File: src/design/sfce_pkg.sv
// shared types and constants for the frame checksum engine
`timescale 1ns / 1ps

package sfce_pkg;

  localparam logic [7:0] SYNC_A = 8'h55;
  localparam logic [7:0] SYNC_B = 8'hAA;

  localparam logic CFG_GENERATE_MODE = 1'b0;
  localparam logic CFG_MAX_PAYLOAD   = 1'b1;

  localparam logic [7:0] MAX_PAYLOAD_RESET = 8'hFF;

  typedef enum logic [1:0] {
    ST_OK       = 2'd0,
    ST_BAD_SYNC = 2'd1,
    ST_MISMATCH = 2'd2,
    ST_TOO_LONG = 2'd3
  } status_t;

  typedef struct packed {
    logic [7:0] data_byte;
    logic       byte_valid;
    logic       frame_end;
    status_t    status;
    logic [7:0] command;
    logic       last;
  } result_t;

  localparam int unsigned MAX_RESULTS = 3;

  typedef struct packed {
    logic [1:0]                  cnt;
    result_t [MAX_RESULTS-1:0]   res;
  } group_t;

  typedef struct packed {
    logic       gen;
    logic [7:0] max_payload;
  } cfg_t;

endpackage

File: src/design/sfce_core.sv
// frame parser, running sums and per-byte result group
`timescale 1ns / 1ps

module sfce_core (
  input  logic              clk,
  input  logic              rst_n,
  input  logic              accept,
  input  logic [7:0]        in_byte,
  input  sfce_pkg::cfg_t    cfg,
  output sfce_pkg::group_t  grp
);

  typedef enum logic [2:0] {
    PH_HUNT_A,
    PH_HUNT_B,
    PH_CMD,
    PH_LEN,
    PH_PAY,
    PH_CHK_A,
    PH_CHK_B_OK,
    PH_CHK_B_BAD
  } phase_t;

  phase_t     phase_r, phase_nxt;
  logic [7:0] cmd_r, cmd_nxt;
  logic [7:0] left_r, left_nxt;
  logic [7:0] sf_r, sf_nxt;
  logic [7:0] ss_r, ss_nxt;

  logic [7:0]      sf_acc, ss_acc, left_dec;
  sfce_pkg::result_t echo, blank;
  sfce_pkg::group_t  g;

  assign sf_acc   = sf_r + in_byte;
  assign ss_acc   = ss_r + sf_acc;
  assign left_dec = left_r - 8'd1;

  always_comb begin
    blank = '0;
    blank.status = sfce_pkg::ST_OK;
    echo = blank;
    echo.data_byte  = in_byte;
    echo.byte_valid = 1'b1;

    g = '0;
    g.res[0] = blank;
    g.res[1] = blank;
    g.res[2] = blank;
    phase_nxt = phase_r;
    cmd_nxt   = cmd_r;
    left_nxt  = left_r;
    sf_nxt    = sf_r;
    ss_nxt    = ss_r;

    case (phase_r)
      PH_HUNT_A: begin
        if (in_byte == sfce_pkg::SYNC_A) begin
          if (cfg.gen) begin
            g.res[0] = echo;
            g.cnt    = 2'd1;
          end
          phase_nxt = PH_HUNT_B;
        end
      end
      PH_HUNT_B: begin
        if (in_byte == sfce_pkg::SYNC_B) begin
          if (cfg.gen) begin
            g.res[0] = echo;
            g.cnt    = 2'd1;
          end
          phase_nxt = PH_CMD;
        end else begin
          g.res[0].frame_end = 1'b1;
          g.res[0].status    = sfce_pkg::ST_BAD_SYNC;
          g.cnt     = 2'd1;
          phase_nxt = PH_HUNT_A;
        end
      end
      PH_CMD: begin
        cmd_nxt = in_byte;
        sf_nxt  = in_byte;
        ss_nxt  = in_byte;
        if (cfg.gen) begin
          g.res[0] = echo;
          g.cnt    = 2'd1;
        end
        phase_nxt = PH_LEN;
      end
      PH_LEN, PH_PAY: begin
        if (phase_r == PH_LEN && in_byte > cfg.max_payload) begin
          g.res[0].frame_end = 1'b1;
          g.res[0].status    = sfce_pkg::ST_TOO_LONG;
          g.res[0].command   = cmd_r;
          g.cnt     = 2'd1;
          phase_nxt = PH_HUNT_A;
        end else begin
          sf_nxt   = sf_acc;
          ss_nxt   = ss_acc;
          left_nxt = (phase_r == PH_LEN) ? in_byte : left_dec;
          if (cfg.gen) begin
            g.res[0] = echo;
            g.cnt    = 2'd1;
          end
          if (left_nxt == 8'd0) begin
            if (cfg.gen) begin
              g.res[1].data_byte  = sf_acc;
              g.res[1].byte_valid = 1'b1;
              g.res[2].data_byte  = ss_acc;
              g.res[2].byte_valid = 1'b1;
              g.res[2].frame_end  = 1'b1;
              g.res[2].command    = cmd_r;
              g.cnt     = 2'd3;
              phase_nxt = PH_HUNT_A;
            end else begin
              phase_nxt = PH_CHK_A;
            end
          end else begin
            phase_nxt = PH_PAY;
          end
        end
      end
      PH_CHK_A: begin
        phase_nxt = (in_byte == sf_r) ? PH_CHK_B_OK : PH_CHK_B_BAD;
      end
      PH_CHK_B_OK, PH_CHK_B_BAD: begin
        g.res[0].frame_end = 1'b1;
        g.res[0].status    = (phase_r == PH_CHK_B_OK && in_byte == ss_r) ?
                             sfce_pkg::ST_OK : sfce_pkg::ST_MISMATCH;
        g.res[0].command   = cmd_r;
        g.cnt     = 2'd1;
        phase_nxt = PH_HUNT_A;
      end
      default: begin
        phase_nxt = PH_HUNT_A;
      end
    endcase

    // mark the final result of this byte
    for (int i = 0; i < sfce_pkg::MAX_RESULTS; i++) begin
      g.res[i].last = (g.cnt != 2'd0) && (2'(i) == g.cnt - 2'd1);
    end
  end

  assign grp = g;

  always_ff @(posedge clk) begin
    if (!rst_n) begin
      phase_r <= PH_HUNT_A;
      cmd_r   <= '0;
      left_r  <= '0;
      sf_r    <= '0;
      ss_r    <= '0;
    end else if (accept) begin
      phase_r <= phase_nxt;
      cmd_r   <= cmd_nxt;
      left_r  <= left_nxt;
      sf_r    <= sf_nxt;
      ss_r    <= ss_nxt;
    end
  end

  a_hunt_drop: assert property (@(posedge clk) disable iff (!rst_n)
    accept && phase_r == PH_HUNT_A && in_byte != sfce_pkg::SYNC_A |-> grp.cnt == 2'd0)
    else $error("stray byte while hunting produced a result");

  a_three_gen: assert property (@(posedge clk) disable iff (!rst_n)
    grp.cnt == 2'd3 |-> cfg.gen && grp.res[2].frame_end)
    else $error("appended check bytes outside generate mode");

  a_seed: assert property (@(posedge clk) disable iff (!rst_n)
    accept && phase_r == PH_CMD |=> sf_r == cmd_r && ss_r == cmd_r)
    else $error("sums not seeded with command byte");

endmodule

File: src/design/sfce_outq.sv
// result register that drains one byte's results one per cycle while out_stall is low
`timescale 1ns / 1ps

module sfce_outq (
  input  logic               clk,
  input  logic               rst_n,
  input  logic               load,
  input  sfce_pkg::group_t   grp,
  input  logic               out_stall,
  output logic               can_load,
  output logic               out_valid,
  output sfce_pkg::result_t  res
);

  logic [1:0]        cnt_r, cnt_nxt;
  sfce_pkg::result_t ent_r [sfce_pkg::MAX_RESULTS];
  sfce_pkg::result_t ent_nxt [sfce_pkg::MAX_RESULTS];
  logic              pop;

  assign out_valid = (cnt_r != 2'd0);
  assign pop       = out_valid && !out_stall;
  assign can_load  = (cnt_r == 2'd0) || (cnt_r == 2'd1 && pop);
  assign res       = ent_r[0];

  always_comb begin
    cnt_nxt = cnt_r;
    for (int i = 0; i < sfce_pkg::MAX_RESULTS; i++) begin
      ent_nxt[i] = ent_r[i];
    end
    if (load) begin
      cnt_nxt = grp.cnt;
      for (int i = 0; i < sfce_pkg::MAX_RESULTS; i++) begin
        ent_nxt[i] = grp.res[i];
      end
    end else if (pop) begin
      cnt_nxt = cnt_r - 2'd1;
      for (int i = 0; i < sfce_pkg::MAX_RESULTS - 1; i++) begin
        ent_nxt[i] = ent_r[i+1];
      end
    end
  end

  always_ff @(posedge clk) begin
    if (!rst_n) begin
      cnt_r <= '0;
    end else begin
      cnt_r <= cnt_nxt;
    end
  end

  always_ff @(posedge clk) begin
    for (int i = 0; i < sfce_pkg::MAX_RESULTS; i++) begin
      ent_r[i] <= ent_nxt[i];
    end
  end

  a_no_overwrite: assert property (@(posedge clk) disable iff (!rst_n)
    load |-> can_load)
    else $error("result group loaded over pending results");

  a_last_tail: assert property (@(posedge clk) disable iff (!rst_n)
    out_valid && cnt_r == 2'd1 |-> res.last)
    else $error("final result of a byte lacks last");

  a_last_only_tail: assert property (@(posedge clk) disable iff (!rst_n)
    out_valid && cnt_r != 2'd1 |-> !res.last)
    else $error("last set before final result of a byte");

endmodule

File: src/design/sync_frame_checksum_engine_unit.sv
// top level of the framed byte-stream checksum engine
//
//   channel  direction  handshake          payload
//   in_      request in  in_valid/in_stall  in_byte
//   out_     request out out_valid/out_stall data_byte, byte_valid, frame_end,
//                                           status, command, last
//   cfg_     write in    cfg_valid/cfg_ready cfg_index, cfg_data
//
// one input byte is taken per cycle while in_stall is low; its results
// appear the next cycle; a byte with several results (echo plus two check
// bytes) holds the input while the result register drains
// synchronous active-low reset returns the parser to sync hunting
// out_stall holds the current result; in_stall rises only while results wait
`timescale 1ns / 1ps

module sync_frame_checksum_engine_unit (
  input  logic       clk,
  input  logic       rst_n,
  input  logic       in_valid,
  output logic       in_stall,
  input  logic [7:0] in_byte,
  output logic       out_valid,
  input  logic       out_stall,
  output logic [7:0] out_data_byte,
  output logic       out_byte_valid,
  output logic       out_frame_end,
  output logic [1:0] out_status,
  output logic [7:0] out_command,
  output logic       out_last,
  input  logic       cfg_valid,
  output logic       cfg_ready,
  input  logic       cfg_index,
  input  logic [7:0] cfg_data
);

  sfce_pkg::cfg_t    cfg_r;
  sfce_pkg::group_t  grp;
  sfce_pkg::result_t res;
  logic              can_load;
  logic              accept;

  assign cfg_ready = 1'b1;
  assign in_stall  = !can_load;
  assign accept    = in_valid && can_load;

  always_ff @(posedge clk) begin
    if (!rst_n) begin
      cfg_r.gen         <= 1'b0;
      cfg_r.max_payload <= sfce_pkg::MAX_PAYLOAD_RESET;
    end else if (cfg_valid && cfg_ready) begin
      case (cfg_index)
        sfce_pkg::CFG_GENERATE_MODE: cfg_r.gen         <= cfg_data[0];
        sfce_pkg::CFG_MAX_PAYLOAD:   cfg_r.max_payload <= cfg_data;
        default: ;
      endcase
    end
  end

  sfce_core u_core (
    .clk     (clk),
    .rst_n   (rst_n),
    .accept  (accept),
    .in_byte (in_byte),
    .cfg     (cfg_r),
    .grp     (grp)
  );

  sfce_outq u_outq (
    .clk       (clk),
    .rst_n     (rst_n),
    .load      (accept),
    .grp       (grp),
    .out_stall (out_stall),
    .can_load  (can_load),
    .out_valid (out_valid),
    .res       (res)
  );

  assign out_data_byte  = res.data_byte;
  assign out_byte_valid = res.byte_valid;
  assign out_frame_end  = res.frame_end;
  assign out_status     = res.status;
  assign out_command    = res.command;
  assign out_last       = res.last;

endmodule

File: config.mk
export PLATFORM = sky130hd
export DESIGN_NAME = sync_frame_checksum_engine_unit
export DESIGN_NICKNAME = d
export VERILOG_FILES = /design/src/design/sfce_pkg.sv /design/src/design/sfce_core.sv /design/src/design/sfce_outq.sv /design/src/design/sync_frame_checksum_engine_unit.sv
export SDC_FILE = /design/constraint.sdc
export NUM_CORES = 1
export LEC_CHECK = 0
export ABC_AREA = 1
export BUFFER_PORTS_ARGS = -buffer_cell sky130_fd_sc_hd__buf_2
export CORE_MARGIN = 5
export CORE_UTILIZATION = 58
export DETAILED_ROUTE_END_ITERATION = 10
export HOLD_SLACK_MARGIN = 0.05
export PLACE_DENSITY = 0.87
export SYNTH_ARGS = -nofsm -noshare
export SYNTH_HDL_FRONTEND = slang
export SYNTH_SLANG_ARGS = --single-unit
File: constraint.sdc
create_clock -name clk -period 3.82 [get_ports clk]
set_clock_uncertainty 0.05 [all_clocks]
set_input_delay 0.573 -clock clk [delete_from_list [all_inputs] [get_ports clk]]
set_output_delay 0.573 -clock clk [all_outputs]
set_load 0.02 [all_outputs]
; Yosys cells after proc, flatten, opt, wreduce, memory -nomap -nowiden
; Memory sizes are Yosys's and may differ from the RTL's.
; Cells that the tools add are included.
[totals]
elab_cells = 104
register_bits = 46
mem_bits_rw = 63
in_bits = 22
out_inout_bits = 24
memories = 1
[mem_list]
columns = memory, depth, word_bits, rd, rd_ports_with_merged_regs, write_ports, line
row1 = u_outq.ent_r, 3, 21, 3, 0, 3, sfce_outq.sv:16  ; sfce_pkg::result_t ent_r [sfce_pkg::MAX_RESULTS];
[op_classes]
bitwise = 2
add_sub_neg = 5
reduce_logical = 27
eq_ne = 16
magnitude_cmp = 1
muxes = 44
[ops]
columns = op, count
row1 = 2-to-1 mux 42 bit, 2
row2 = 2-to-1 mux 21 bit, 3
row3 = 2-to-1 mux 9 bit, 7
row4 = 2-to-1 mux 8 bit, 7
row5 = case mux 11 bit (5 select lines), 1
row6 = case mux 9 bit (4 select lines), 1
row7 = case mux 8 bit (2 select lines), 2
row8 = 2-to-1 mux 12 bit, 2
row9 = 2-to-1 mux 10 bit, 2
row10 = case mux 3 bit (6 select lines), 1
row11 = adder 8 bit, 2
row12 = == test 8 bit, 2
row13 = 2-to-1 mux 3 bit, 5
row14 = 2-to-1 mux 2 bit, 7
row15 = "== test 3 bit, second input constant", 4
row16 = 2-to-1 mux 11 bit, 1
row17 = case mux 2 bit (5 select lines), 1
row18 = "== test 8 x 7 -> 1 bit, second input constant", 1
row19 = "== test 8 bit, second input constant", 1
row20 = greater-than comparator 8 bit, 1
row21 = logical AND 1 bit, 8
row22 = zero test 8 bit, 1
row23 = AND reduction 2 bit, 4
row24 = nonzero test 2 bit, 4
row25 = 17 further kinds, 25

; Logic depth before layout (Yosys ltp)
[depth]
ltp_word = 10
mapped_depth = 15
mapped_depth_nobuf = 15

; By module
; From an unflattened synthesis, not the netlist that was laid out.
[unflattened]
cells_unflattened = 811
area_unflattened_um2 = 6472.5
[by_module_without_submodules]
columns = mod, area_each_um2, seq_area_each_um2, n_inst, cells_per_inst
row1 = sfce_core, 3349.5, 700.7, 1, 518
row2 = sfce_outq, 2775.2, 1931.9, 1, 246
row3 = sync_frame_checksum_engine_unit, 347.8, 180.2, 1, 47

; Worst setup path before layout
; No wires, ideal clock.
[synth_path]
path_kind = input -> register
startpoint = in in_byte[0]
endpoint = mem u_outq.ent_r[0][62] (netlist bit), data pin
path_slack_ps = 911
path_buffers = 0
t_required_ps = 3518
t_arrival_ps = 2608
stages = 15
setup_time_ps = 252
cell_sequence = ha_1 > inv_1 > fa_1 > o21ai_0 > nand2_1 > nand2_1 > a21oi_1 > xnor2_1 > ha_1 > nand2_1 > o21ai_0 > a21oi_1 > nand3b_1 > nand2_1 > nor2_1
[synth_lines]
columns = element, line
row1 = "start, declared", sync_frame_checksum_engine_unit.sv:21  ; input logic [7:0] in_byte,
row2 = "end, declared", sfce_outq.sv:16

==> results.py <==
metrics = {
    "run_status": {
        "status": "finished clean",
    },
    "placed_design": {
        "hpwl_mm": 9.61,
        "place_congestion": 0.960,
        "port_buffers": 44,
        "placedCellCount": 814,
    },
    "global_route": {
        "grt_remaining_overflow": 0,
        "grt_antenna_before_repair": 0,
        "top_usage_layer": "met2",
        "grt_use_met1_pct": 30.6,
        "grt_pass1_vias": 4436,
        "grt_pass1_wl_mm": 21.7,
        "grt_use_met3_pct": 4.18,
        "grt_max_degree": 45,
        "use_met2_pct": 39.8,
        "grt_usage_pct": 23.5,
    },
    "drt": {
        "drtIter0Drc": 354,
        "antenna_left": 0,
        "routed_wirelength_mm": 13.1,
        "avgViaCountPerCell": 5.50,
        "drtPass1Iterations": 7,
        "routedWlPerCell_microns": 15.8,
        "via_count": 4569,
        "drc": 0,
    },
    "synthesis": {
        "seq_area_frac_synth_pct": 45.6,
        "synth-seq-cells": 104,
        "synth_area_per_cell_sq_um": 8.41,
        "synth_area_sq_um": 5640,
        "synthCells": 670,
        "yosys.area.top_type_share_pct": 26.1,
        "syn-num-nets": 719,
        "synth_warnings": 0,
        "synthDistinctLibCells": 44,
        "synth_top_cells_by_area": "edfxtp_1 26%, dfxtp_1 20%, nand2_1 8.9%",
        "synth_top_area_cell": "edfxtp_1",
    },
    "die": {
        "die_area_sq_um": 11800,
        "die_w_microns": 109,
        "die_h_microns": 109,
        "core_area_sq_um": 9640,
        "start_util_pct": 58.5,
        "rows": 36,
        "io_pins": 46,
    },
    "sta": {
        "tns_ns": 0,
        "slew_violations": 0,
        "hold_violations": 0,
        "max_freq_mhz": 339,
        "setup_viol": 0,
        "relSlewSlack_pct": 30.4,
        "finalHoldWorstSlack_ns": 0.367,
        "fin_crit_sh_pct": 77.2,
        "rsz0062_at_grt": "no",
        "worstMarginPinSlew_ns": 1.04,
        "fin_crit_ns": 2.95,
    },
    "setup_path": {
        "critPathArrivalTime_ns": 3.03,
        "crit_chain": "ha_1, inv_1, fa_1, o21ai_0, nand2_1, nand2_1, a21oi_1, xnor2_1, ha_1, nand2_1, o21ai_0, a21oi_1, nand3b_1, nand2_1, nor2_1",
        "cp_top_family": "adder cells",
        "path_common_cell": "nand2_1",
        "cp_slowest_stage_delay_ns": 0.43,
        "crit_type": "reg -> reg",
        "cp_max_fo": 3,
        "slowest_stage": "fa_1",
        "required_ns": 3.91,
        "critPathLaunchType": "flop",
        "crit_buf_inv": 1,
        "end_kind": "flop",
    },
    "cells_and_area": {
        "layout_commonest_cell": "nand2_1",
        "fillers": 834,
        "fin_nets": 741,
        "drive_above_1_share_pct": 13.1,
        "register_area_sq_um": 2570,
        "final_cell_mix": "134 x nand2_1, 83 x inv_1, 71 x o21ai_0, 55 x dfxtp_1, 51 x a21oi_1",
        "area_growth_pct": 6.55,
        "diodes": 0,
        "final_cells": 830,
        "multi_input_area_sq_um": 2480,
    },
    "run": {
        "maxCapViolations": 0,
    },
    "clock_network": {
        "htreeDepth": 3,
        "cts_num_sinks": 104,
        "cts_hold_buf": 0,
        "ctsResizeCount": 0,
        "clock_latency_ns": 0.38,
        "clk_pin_slew_worst_paths_ns": 0.11,
        "cts_buffer_depth": 2,
        "cts_buffers": 9,
        "cts_tree": "yes",
        "cts.root.buffer_cell": "clkbuf_8",
        "cts_setup_buffers": 0,
    },
    "pwr": {
        "leakage_nw": 2.68,
        "total_power_mw": 2.41,
        "power_density_nw_per_um2": 401,
        "ir_drop_mv": 0.177,
    },
    "worst_hold_path": {
        "hold_class": "in -> reg",
    },
}
-- power breakdown --
part	switching [mW]	leakage, nW	total, mW	internal (mW)
registers	0.0342	0.942	1.33	1.30
logic	0.274	1.64	0.382	0.109
clock network	0.405	0.100	0.693	0.288
total	0.713	2.68	2.41	1.70
-- worst register-to-register path: cells and delay by family (launching register included) --
family | cells | cell delay, ns
AO/OA/AOI/OAI | 4 | 0.62
AND/OR/NAND/NOR | 6 | 0.55
adder cells (fa/ha/maj) | 3 | 0.95
buffers and inverters | 1 | 0.06
XOR/XNOR | 1 | 0.14
flip-flops | 1 | 0.35
-- routing by layer --
layer	up-vias	part of all wire [%]
li1	2269	-
met1	2104	43
met2	164	49
met3	32	5.4
met4	0	2.3
met5	-	0
-- metrics by stage --
step | utilization, % | worst slack [ns] | area, sq um
floorplan | - | 0.911 | 5640
global placement | 60.3 | 0.629 | 5810
detailed placement | 60.3 | 0.513 | 5810
CTS | 62.3 | 0.894 | 6010
global route | 62.3 | 0.614 | 6010
finish | 62.3 | 0.872 | 6010
-- cell families (layout without fill, tap and decap cells) --
| kind of cell | after synthesis | count (layout) | share of synthesized area, % |
|---|---|---|---|
| compound gates | 154 | 154 | 15.1 |
| buf+inv | 125 | 152 | 10.4 |
| xor+xnor | 13 | 13 | 2.02 |
| simple gates | 246 | 246 | 20.5 |
| flops | 104 | 104 | 45.6 |
| fa+ha+maj | 27 | 27 | 6.26 |
| other cells | 1 | 1 | 0.0665 |
-- sequential cells by signal, indices dropped and copies added (netlist names) --
signal and flops:
u_outq.ent_r 58, u_core.left_r 8, u_core.cmd_r 8, u_core.sf_r 8, u_outq.cnt_r 2, u_core.phase_r 3, cfg_r 9, u_core.ss_r 8
-- synth_stat cells, drive strengths merged --
cell,number
clkbuf,8
dfxtp,55
clkinv,2
nor3,5
nand3,33
nand3b,2
fa,2
nor2,57
conb,1
o211ai,8
nand4,8
nand2,138
ha,25
nor4,1
xor2,3
a21boi,1
edfxtp,49
o22ai,1
buf,30
o21a,1
inv,85
a31oi,2
xnor2,10
o21ai,73
a22oi,9
o211a,3
a21oi,51
or2,2
a211oi,2
a211o,1
o2111ai,2
-- path summary, 6_finish.rpt --
kind,from,to,slack [ns],depth (start not counted)
worst max-delay path,u_core.sf_r[0]$_SDFFE_PN0P_,u_outq.ent_r[0][62]$_SDFFCE_PP0P_,0.87,15
worst min-delay path,cfg_data[6],cfg_r[6]$_SDFFE_PN1P_,0.37,3
worst max register to register,u_core.sf_r[0]$_SDFFE_PN0P_,u_outq.ent_r[0][62]$_SDFFCE_PP0P_,0.87,15
worst min register to register,u_outq.ent_r[0][46]$_SDFFCE_PP0P_,u_outq.ent_r[0][25]$_SDFFE_PP0P_,0.40,2
-- final cells by class --
cell class	instances	share of cell area (%)
clock buffer	11	2.54
clock inverter	5	0.729
inverter	87	5.52
multi-input combinational	441	41.3
sequential	104	42.8
tap	133	2.77
timing repair buffer	49	4.29
Note: power is estimated with default switching activity, not from simulation.
